## config.mk

```make
export PLATFORM = sky130hd
export DESIGN_NAME = tli_front
export DESIGN_NICKNAME = d
export VERILOG_FILES = /design/src/hdl/tli_pkg.sv /design/src/hdl/tli_front.sv
export SDC_FILE = /design/constraint.sdc
export NUM_CORES = 1
export LEC_CHECK = 0
export BUFFER_PORTS_ARGS = -buffer_cell sky130_fd_sc_hd__buf_2
export CELL_PAD_IN_SITES_DETAIL_PLACEMENT = 0
export CELL_PAD_IN_SITES_GLOBAL_PLACEMENT = 2
export CORE_MARGIN = 2
export CORE_UTILIZATION = 24
export DETAILED_ROUTE_END_ITERATION = 10
export GPL_ROUTABILITY_DRIVEN = 1
export PLACE_DENSITY_LB_ADDON = 0.2
export SLEW_MARGIN = 20
export SYNTH_ARGS = -nofsm -noshare
export SYNTH_HDL_FRONTEND = slang
export SYNTH_SLANG_ARGS = --single-unit
export TNS_END_PERCENT = 50
```

## constraint.sdc

```tcl
create_clock -name clk -period 6.8 [get_ports clk]
set_input_delay 1.36 -clock clk [delete_from_list [all_inputs] [get_ports clk]]
set_output_delay 1.36 -clock clk [all_outputs]
set_load 0.005 [all_outputs]
```

## src/hdl/tli_pkg.sv

```systemverilog
// Shared types and constants for the table linear interpolator.
// No dependencies; every other file in the block imports this package.
package tli_pkg;

	localparam int TABLE_DEPTH_DEF = 64;
	localparam int FRAC_BITS_DEF   = 16;
	localparam int QUEUE_DEPTH     = 2;
	localparam int DATA_W          = 32;
	localparam int INDEX_W         = 6;
	localparam int PIU_W           = 7;

	localparam logic OP_WRITE = 1'b0;
	localparam logic OP_QUERY = 1'b1;

	localparam logic REG_POINTS_IN_USE = 1'b0;

	typedef struct packed {
		logic                     operation;
		logic [INDEX_W-1:0]       point_index;
		logic signed [DATA_W-1:0] x_value;
		logic signed [DATA_W-1:0] y_value;
	} item_t;

	typedef struct packed {
		logic  valid;
		item_t item;
	} queue_head_t;

endpackage

```

## src/hdl/tli_front.sv

```systemverilog
// Input side of the interpolator: takes transfers and holds them in a short queue.
// Depends on tli_pkg.
module tli_front (
	input  logic                              clk,
	input  logic                              arst_n,
	input  logic                              in_valid,
	output logic                              in_ready,
	input  logic                              operation,
	input  logic [tli_pkg::INDEX_W-1:0]       point_index,
	input  logic signed [tli_pkg::DATA_W-1:0] x_value,
	input  logic signed [tli_pkg::DATA_W-1:0] y_value,
	output tli_pkg::queue_head_t              head,
	input  logic                              pop
);
	import tli_pkg::*;

	localparam int PW = (QUEUE_DEPTH > 1) ? $clog2(QUEUE_DEPTH) : 1;
	localparam int CW = $clog2(QUEUE_DEPTH + 1);

	item_t         slots_q [QUEUE_DEPTH];
	logic [PW-1:0] wr_ptr_q;
	logic [PW-1:0] rd_ptr_q;
	logic [CW-1:0] count_q;
	logic          push;
	logic          do_pop;

	assign in_ready = (count_q != CW'(QUEUE_DEPTH));
	assign push     = in_valid && in_ready;
	assign do_pop   = pop && (count_q != '0);

	assign head.valid = (count_q != '0);
	assign head.item  = slots_q[rd_ptr_q];

	always_ff @(posedge clk) begin
		if (push) begin
			slots_q[wr_ptr_q] <= '{operation, point_index, x_value, y_value};
		end
	end

	always_ff @(posedge clk or negedge arst_n) begin
		if (!arst_n) begin
			wr_ptr_q <= '0;
			rd_ptr_q <= '0;
			count_q  <= '0;
		end else begin
			if (push) begin
				wr_ptr_q <= (wr_ptr_q == PW'(QUEUE_DEPTH - 1)) ? '0 : wr_ptr_q + 1'b1;
			end
			if (do_pop) begin
				rd_ptr_q <= (rd_ptr_q == PW'(QUEUE_DEPTH - 1)) ? '0 : rd_ptr_q + 1'b1;
			end
			case ({push, do_pop})
				2'b10:   count_q <= count_q + 1'b1;
				2'b01:   count_q <= count_q - 1'b1;
				default: count_q <= count_q;
			endcase
		end
	end

endmodule

```

==> metrics, run 1 <==
headroom to the max-slew limit=between 20% and 30%; Reg-to-Reg End=slots_q[0][10]$_DFFE_PP_; Iteration-0 DRC Markers=127; final hold viol count=0; Longest Clk Path Bufs=2; signal arrival time at the worst endpoint=~2600 ps; largest net degree at the start of global routing=72; Routed WL per cell=15.1 um; synth top area cells=edfxtp_1, mux2_4, dfrtp_1; Setup WS pre-CTS=roughly 3200 ps; Die Wd=157 um; fin crit period=3930 ps; Net Switching=848 uW; # rows=between 50 and 60; post-CTS setup buffers=0; htree depth=4; peak supply drop=0.000257 V; FF-to-FF path depth=4; vias per cell=3.74; Placeable Area=22800 um^2; Max Cap Viol=0; Mapped Cells=238; CTS Hold Bufs=0; commonest non-fill, non-tap cell in the layout=buf_2; combinational power share=between 20% and 30%; post-cts resize count=0; sw frac=27.3%; area fraction of the dominant cell type after synthesis=76.0%; clk slew on worst S/H paths=60 ps; area leader, netlist=edfxtp_1; post-route ant nets=0; DP HPWL=6.88 mm; slowest stage cell, crit path=dfrtp_4; vias in the first global route=about 2900; I/O Buffers=147; routed vias=2711; clk_skew=5.12 ps; Distinct cells, synth=14; # nets final=474; layout cells sized above 1=roughly 62%; crit path kind=flip-flop to primary output; Setup violations, final=0; grt total ovfl=0; Routability Congestion=0.691; Syn-to-layout area delta=29.2%; clock root cell=clkbuf_16; CP Max Fanout=42; Internal Power=about 2.3 mW; crit start category=flip-flop; syn_nets=314; Seq pwr share=43.7%; Worst-Margin Slew=between 1000 and 1500 ps; commonest cells after routing, fill and taps aside=buf_2, edfxtp_1, mux2_4; CTS tree=done; 1st-pass router iterations=4; max incr delay on CP=980 ps; Syn Std Cell Area=5610 um^2; Seq/Total Area, Yosys=between 70% and 80%; flop2flop setup slack=4240 ps; later-pin clock latency in the skew report=410 ps; Worst Hold Class=flip-flop to flip-flop; initial core utilization=24.6%; Clock Power Share=29.0%; first-pass GRT wire length=16.3 mm; RSZ-0062 raised after global routing=no; # DRC=0; cell leakage power=approximately 2.8 nW; CP endpoint=head[50]; register bit total from synthesis=between 100 and 150; Pwr Total=3.11 mW; Reg2Reg Launch Point=count_q[0]$_DFFE_PN0P_; crit path launch=rd_ptr_q$_DFFE_PN0P_; Avg Inst Size Synth=23.6 um^2; initial antenna violation count=3; synth warn=0; Final TNS setup=0 ps; period utilization=57.8%; total routed wirelength=~11 mm; Finished Core Util=31.8%; CP endpoint kind=primary output; gr usage total=9.18%; pwr/cell area=429 nW/um^2; Clock Sinks=146; Worst Slack Setup Final=2870 ps; outcome=complete, no violations; WP data required=between 5000 and 6000 ps; cts bufs inserted=17; Max Clk Rate=around 0.25 GHz; Max Slew Vio Count=0; die height=157 um; die area=24600 um^2; IO Count=148; cell chain of the critical path=buf_4 > mux2_2 > buf_2
critical path: cells and delay by family, from the launching register on:
| kind | cells | cell delay, ps |
|---|---|---|
| flops | 1 | 980 |
| buf+inv | 2 | 760 |
| mux | 1 | 400 |
stage by stage:
stage	hold slack, ps	cells	area [um^2]
2_1_floorplan	456	238	5610
3_3_place_gp	477	692	6680
3_5_place_dp	483	692	6680
4_1_cts	495	723	7240
5_1_grt	530	724	7240
6_report	496	725	7250
kinds of logic (layout without fill, tap and decap cells):
group	after synthesis	in the layout	synth area share [%]
DFF	146	146	77.8
muxes	71	71	18.9
buffers and inverters	8	180	1.61
and+or+nand+nor	7	7	0.692
xor gates and xnor gates	5	5	0.781
adders and majority gates	1	1	0.223
other	0	2	0
worst min-delay path by stage:
stage | startpoint | to | depth (start not counted)
global placement | count_q[1]$_DFFE_PN0P_ | count_q[1]$_DFFE_PN0P_ | 1
global route | count_q[1]$_DFFE_PN0P_ | count_q[1]$_DFFE_PN0P_ | 1
CTS | count_q[1]$_DFFE_PN0P_ | count_q[1]$_DFFE_PN0P_ | 1
finish | count_q[1]$_DFFE_PN0P_ | count_q[1]$_DFFE_PN0P_ | 1
floorplan | count_q[1]$_DFFE_PN0P_ | count_q[1]$_DFFE_PN0P_ | 1
detailed placement | count_q[1]$_DFFE_PN0P_ | count_q[1]$_DFFE_PN0P_ | 1
power groups by stage:
stage          registers (mW)  logic [mW]  clock network [mW]
4_1_cts                  1.37       0.881               0.934
6_report                 1.36       0.849               0.902
5_1_grt                  1.38       0.930               0.975
3_3_place_gp             1.37       0.878                   0
2_1_floorplan            1.31       0.640                   0
3_5_place_dp             1.38       0.877                   0
Yosys cell counts:
library cell and count:
nand2_1 1, buf_6 8, edfxtp_1 142, dfrtp_1 4, mux2_2 2, and3_1 1
xnor2_1 3, nand2b_1 1, and2_4 1, nor2_1 2, mux2_4 69, xor2_1 2
or2_1 1, ha_1 1
state kept, by name (all words and copies together), names as in the netlist:
name and count:
count_q 2, wr_ptr_q 1, slots_q 142, rd_ptr_q 1
per-layer routing:
layer / vias up / part of all wire [%] / track usage (%)
li1: 1265 / - / -
met1: 1350 / 42 / 10.4
met2: 87 / 50 / 15.5
met3: 9 / 7.1 / 3.85
met4: 0 / 0.95 / 3.41
met5: - / 0 / 0
final cells by class:
| cell class | instances | area, um^2 |
|---|---|---|
| fill | 2235 | 15500 |
| sequential | 146 | 4370 |
| multi-input combinational | 84 | 1170 |
| timing repair buffer | 149 | 751 |
| tap | 313 | 392 |
| antenna | 2 | 5.00 |
| clock inverter | 13 | 136 |
| clock buffer | 18 | 429 |
No activity file was read; power rests on OpenSTA's default activity.
==> run 2: changes to the inputs <==
clock period = 4.02 ns   (was 6.8 ns; I/O delays follow)
==> run 2 against run 1 <==
  * Core utilization increased by 0.41 points
  * Register-to-register slack worse by 2000 ps
  * Highest routed layer unchanged
  * Design area is 1.3% higher
  * Critical path depth unchanged
  * Clock skew up 4.0 ps
==> metrics, run 2 (synthesis results as in run 1) <==
headroom to the max-slew limit=56.2% (+27 points); max incr delay on CP=840 ps (-140 ps); post-cts resize count=0 (unchanged); grt total ovfl=0 (unchanged); initial core utilization=24.6% (unchanged); Largest register FFs=142 (unchanged); outcome=complete, no violations; CP endpoint kind=primary output; DP HPWL=6.76 mm (-1.8%); cts bufs inserted=17 (unchanged); Setup violations, final=0 (unchanged); placed cells=693 (+0.14%); die height=157 um (unchanged); clk slew on worst S/H paths=60 ps (about the same); RSZ-0062 raised after global routing=no; Fillers=2246 (+0.49%); crit start category=flip-flop; Max Cap Viol=0 (unchanged); Worst-Margin Slew=657 ps (-412 ps); peak supply drop=0.000265 V (+2.9%); die area=24600 um^2 (unchanged); Reg2Reg Launch Point=count_q[0]$_DFFE_PN0P_; Max Clk Rate=roughly 0.34 GHz; later-pin clock latency in the skew report=410 ps (about the same); # nets final=476 (+0.42%); slowest stage cell, crit path=dfrtp_4; commonest non-fill, non-tap cell in the layout=buf_2; Seq pwr share=42.0% (-1.7 points); pwr/cell area=735 nW/um^2 (+71%); flop2flop setup slack=2280 ps (-1960 ps); Clock Power Share=30.3% (+1.3 points); Longest Clk Path Bufs=2 (unchanged); CTS tree=done; vias per cell=3.74 (about the same); gr usage total=9.04% (-0.13 points); post-CTS setup buffers=0 (unchanged); fin crit period=2960 ps; cell chain of the critical path=buf_12 > mux2_4 > buf_2; final hold viol count=0 (unchanged); layout cells sized above 1=61.5% (-0.45 points); combinational power share=27.7% (+0.4 points); first-pass GRT wire length=16.2 mm (-0.38%); largest register by flop count=slots_q; signal arrival time at the worst endpoint=2160 ps (-410 ps); post-route ant nets=0 (unchanged); I/O Buffers=147 (unchanged); Max Slew Vio Count=0 (unchanged); Reg-to-Reg End=slots_q[1][18]$_DFFE_PP_; CP endpoint=head[62]; Final Non-Filler Cells=727 (+0.28%); IO Count=148 (unchanged); routed vias=2721 (+0.37%); Routability Congestion=0.628 (-9.0%); Placeable Area=22800 um^2 (unchanged); area of the multi-input gates=1170 um^2 (unchanged); total routed wirelength=10.9 mm (-0.27%); commonest cells after routing, fill and taps aside=buf_2, edfxtp_1, mux2_4; htree depth=4 (unchanged); Top Registers=slots_q x142, count_q x2; WP data required=3220 ps (-2220 ps); sequential standard cell area=4370 um^2 (unchanged); Iteration-0 DRC Markers=74 (-42%); Worst Hold Class=primary input to asynchronous set/reset pin; CTS Hold Bufs=0 (unchanged); CP Max Fanout=41 (-2.4%); cell leakage power=2.89 nW (+1.8%); Routed WL per cell=15.0 um (-0.54%); crit path launch=rd_ptr_q$_DFFE_PN0P_; period utilization=73.7%; clock root cell=clkbuf_16; sw frac=26.3% (-0.97 points); crit path kind=flip-flop to primary output; Syn-to-layout area delta=30.9%; Net Switching=1.42 mW (+67%); largest net degree at the start of global routing=72 (unchanged); Clock Sinks=146 (unchanged); vias in the first global route=2922 (-0.71%); Final TNS setup=0 ps (unchanged); initial antenna violation count=1 (-2); Die Wd=157 um (unchanged); # DRC=0 (unchanged); FF-to-FF path depth=3 (-1); # rows=55 (unchanged); clk_skew=9.17 ps (+4.05 ps); Internal Power=3.97 mW (+76%); 1st-pass router iterations=4 (unchanged)
-- run 2: through the flow --
step	total power, mW	hold WS [ps]	cell area (um^2)	util [%]	setup slack [ps]
floorplan	3.28	456	5610	-	845
global placement	3.82	478	6700	29.4	1440
detailed placement	3.84	495	6700	29.4	1390
CTS	5.52	162	7310	32.1	935
global route	5.71	162	7340	32.2	898
finish	5.39	190	7340	32.2	1060
-- run 2: how the worst min path moves through the flow --
stage / end / slack, ps / cells after the start / startpoint
after CTS: wr_ptr_q$_DFFE_PN0P_ / 160 / 1 / arst_n
after detailed placement: count_q[1]$_DFFE_PN0P_ / 490 / 1 / count_q[1]$_DFFE_PN0P_
final: wr_ptr_q$_DFFE_PN0P_ / 190 / 1 / arst_n
after floorplan: count_q[1]$_DFFE_PN0P_ / 460 / 1 / count_q[1]$_DFFE_PN0P_
after global routing: wr_ptr_q$_DFFE_PN0P_ / 160 / 1 / arst_n
after global placement: count_q[1]$_DFFE_PN0P_ / 480 / 1 / count_q[1]$_DFFE_PN0P_
-- run 2: area by class of cell --
cell class | instances | share of cell area [%]
sequential | 146 | 59.5
tap | 313 | 5.34
timing repair buffer | 151 | 10.9
antenna | 1 | 0.0341
multi-input combinational | 84 | 15.9
clock buffer | 18 | 5.85
clock inverter | 14 | 2.51
-- run 2: power groups by stage --
stage	logic, mW	clock network [mW]	registers [mW]
finish	1.50	1.63	2.26
CTS	1.54	1.70	2.28
global route	1.64	1.77	2.30
floorplan	1.08	0	2.20
global placement	1.52	0	2.29
detailed placement	1.53	0	2.31
-- run 2: critical path, delay by kind of cell (launching register included) --
kind | cells | cell delay (ps)
flops | 1 | 840
buf+inv | 2 | 480
mux | 1 | 340
-- run 2: routing by layer --
metal	vias up	share of wire [%]	global-route usage, %
li1	1267	-	-
met1	1362	42	10.2
met4	0	1.6	3.93
met5	-	0	0
met3	11	6.4	3.41
met2	81	50	15.3
==> run 3: changes to the inputs <==
ABC_AREA = 1   (was not set)
clock period = 2.9 ns   (was 4.02 ns; I/O delays follow)
==> run 3 against run 2 <==
  * First-iteration DRC count rose by 76%
  * Clock power up 35%
  * Area after synthesis shrank 3.2%
  * Final cell count grew 18%
  * Worst setup slack worse by 430 ps
  * Non-clock buffer count grew 2
  * Clock skew increased by 3.9 ps
  * Design area shrank 3.9%
  * Global-route usage rose by 1.7 points
  * Synthesized cell count rose by 68%
  * Largest power group unchanged
==> metrics, run 3 <==
Post-synth top cells=nand2_1, edfxtp_1, buf_6; post-cts resize count=0 (unchanged); later-pin clock latency in the skew report=420 ps (about the same); Max Cap Viol=0 (unchanged); period utilization=approximately four fifths; post-synthesis simple-gate area fraction=16.2% (+15 points); I/O Buffers=147 (unchanged); placed cells=822 (+19%); layout cells sized above 1=32.6% (-29 points); Fillers=2281 (+1.6%); Placeable Area=22400 um^2 (-1.5%); Final Non-Filler Cells=855 (+18%); FF-to-FF path depth=5 (+2); Longest Clk Path Bufs=2 (unchanged); vias in the first global route=3572 (+22%); largest family of logic cells by synthesized area=simple AND/OR/NAND/NOR gates; Seq/Total Area, Yosys=80.4% (+2.6 points); 1st-pass router iterations=4 (unchanged); vias per cell=3.95 (+5.6%); post-CTS setup buffers=0 (unchanged); Distinct cells, synth=16 (+2); Endpoint, Worst Hold=slots_q[0][45]$_DFFE_PP_; CTS tree=done; pwr/cell area=1020 nW/um^2 (+39%); initial antenna violation count=0 (-1); Setup WS pre-CTS=998 ps (-397 ps); largest register by flop count=slots_q; Avg Inst Size Synth=13.6 um^2 (-42%); xor-xnor portion of the synthesized cell area=0.161% (-0.62 points); htree depth=4 (unchanged); crit start category=flip-flop; Inserted Diodes=0 (-1); area of the multi-input gates=911 um^2 (-22%); sequential standard cell area=4370 um^2 (about the same); Clock Sinks=146 (unchanged); headroom to the max-slew limit=57.5% (+1.3 points); syn_nets=476 (+52%); initial core utilization=24.2% (-0.43 points); Max Slew Vio Count=0 (unchanged); CP endpoint kind=primary output; Routability Congestion=0.666 (+6.0%); register bit total from synthesis=146 (unchanged); commonest cells after routing, fill and taps aside=nand2_1, buf_2, edfxtp_1; Worst Hold Class=primary input to flip-flop; largest net degree at the start of global routing=73 (+1.4%); Post-synth top flop=edfxtp_1; clk slew on worst S/H paths=70 ps (about the same); WP data required=2320 ps (-900 ps); FFs w/ async S/R, synth=2.74% (unchanged); Internal Power=4.93 mW (+24%); top-count cell post-synth=nand2_1; Die Wd=154 um (-1.6%); synth warn=0 (unchanged); RSZ-0062 raised after global routing=no; Iteration-0 DRC Markers=130 (+76%); flop2flop setup slack=1200 ps (-1080 ps); Mapped Cells=400 (+68%); EDFF count, synth=142 (unchanged); outcome=complete, no violations; clock root cell=clkbuf_16; first-pass GRT wire length=19.3 mm (+19%); sw frac=31.6% (+5.3 points); compound-cell area share of the yosys netlist=0.0922% (+0.092 points); combinational power share=27.8% (about the same); IO Count=148 (unchanged); # DRC=0 (unchanged); cts bufs inserted=17 (unchanged); grt total ovfl=0 (unchanged); peak supply drop=0.000593 V (+120%); routed vias=3378 (+24%); die area=23800 um^2 (-3.2%); clk_skew=13.0 ps (+3.85 ps); Finished Core Util=31.4% (-0.79 points); area leader, netlist=edfxtp_1; Synth Area in Adders=0.231% (+0.0075 points); Worst Slack Setup Final=626 ps (-430 ps); final hold viol count=0 (unchanged); signal arrival time at the worst endpoint=1690 ps (-470 ps); WHS Path Cells=1; mux cell area share after synthesis=0% (-19 points); post-route ant nets=0 (unchanged); Reg2Reg Launch Point=count_q[0]$_DFFE_PN0P_; gr usage total=10.7% (+1.7 points); Largest register FFs=142 (unchanged); Reg-to-Reg End=slots_q[0][55]$_DFFE_PP_; DP HPWL=7.38 mm (+9.1%); total routed wirelength=12.3 mm (+13%); Routed WL per cell=14.4 um (-3.8%); CP Max Fanout=72 (+76%); commonest non-fill, non-tap cell in the layout=nand2_1; Worst-Margin Slew=638 ps (-18.8 ps); Seq pwr share=41.7% (-0.3 points); Hold Crit Start=x_value[13]; Final TNS setup=0 ps (unchanged); Syn Std Cell Area=5430 um^2 (-3.2%); cell leakage power=2.98 nW (+3.2%); crit path kind=flip-flop to primary output; area fraction of the dominant cell type after synthesis=78.6% (+2.5 points); Top Registers=slots_q x142, count_q x2; Setup violations, final=0 (unchanged); Max Clk Rate=0.440 GHz; Net Switching=2.28 mW (+60%); Clock Power Share=30.6% (+0.3 points); Syn-to-layout area delta=30.0%; # rows=55 (unchanged); fin crit period=2270 ps; synth top area cells=edfxtp_1, nand2_1, dfrtp_1; die height=154 um (-1.6%); # nets final=633 (+33%)
==> run 3: cell types whose count changed in the layout (fill, tap and decap cells not counted), moves of 3 or more <==
cell | before | now
nand2_1 | 1 | 221
clkinvlp_4 | 1 | 4
inv_1 | 0 | 6
mux2_4 | 69 | 0
==> run 3: through the flow <==
step,hold WS [ps],instance area (um^2),power (mW)
5_1_grt,326,7050,7.72
2_1_floorplan,284,5430,4.22
3_5_place_dp,400,6450,5.15
4_1_cts,326,7050,7.39
6_report,348,7050,7.21
3_3_place_gp,400,6450,5.13
==> run 3: worst max-delay path by stage <==
stage	from	endpoint	slack, ps
3_3_place_gp	rd_ptr_q$_DFFE_PN0P_	head[56]	1010
3_5_place_dp	rd_ptr_q$_DFFE_PN0P_	head[56]	1000
6_report	rd_ptr_q$_DFFE_PN0P_	head[56]	630
2_1_floorplan	in_valid	slots_q[1][0]$_DFFE_PP_	750
4_1_cts	rd_ptr_q$_DFFE_PN0P_	head[56]	540
5_1_grt	rd_ptr_q$_DFFE_PN0P_	head[55]	460
==> run 3: power by group through the flow <==
stage / clock (mW) / combinational (mW) / sequential, mW
finish: 2.20 / 2.00 / 3.00
global route: 2.35 / 2.32 / 3.05
CTS: 2.27 / 2.11 / 3.01
detailed placement: 0 / 2.10 / 3.05
global placement: 0 / 2.09 / 3.04
floorplan: 0 / 1.20 / 3.02
==> run 3: worst max-delay path: stages (launching register included) <==
cell     delay [ps]
dfrtp_2         450
inv_6           430
nand2_1         110
nand2_1         120
buf_2           120
==> run 3: metal layers <==
metal | wire length (um) | track usage (%) | vias up
li1 | - | - | 1658
met1 | 5030 | 11.6 | 1623
met2 | 6460 | 19.4 | 85
met3 | 668 | 3.50 | 12
met4 | 171 | 4.37 | 0
met5 | 0 | 0 | -
==> run 3: cells by family after synthesis <==
| group | count (synthesis) |
|---|---|
| compound gates | 1 |
| xor+xnor | 1 |
| fa+ha+maj | 1 |
| buf+inv | 22 |
| flops | 146 |
| simple gates | 229 |
==> run 3: final cells by class <==
cell class	instances	share of cell area (%)
timing repair buffer	153	11.3
tap	285	5.06
sequential	146	61.9
clock inverter	13	2.25
multi-input combinational	232	12.9
clock buffer	19	6.14
inverter	7	0.444
==> run 3: repair_timing <==
| action | CTS | global route |
|---|---|---|
| hold endpoints to repair | 4 | 0 |
| hold buffers | 1 | 0 |
| endpoints found under the setup margin | 0 | 0 |
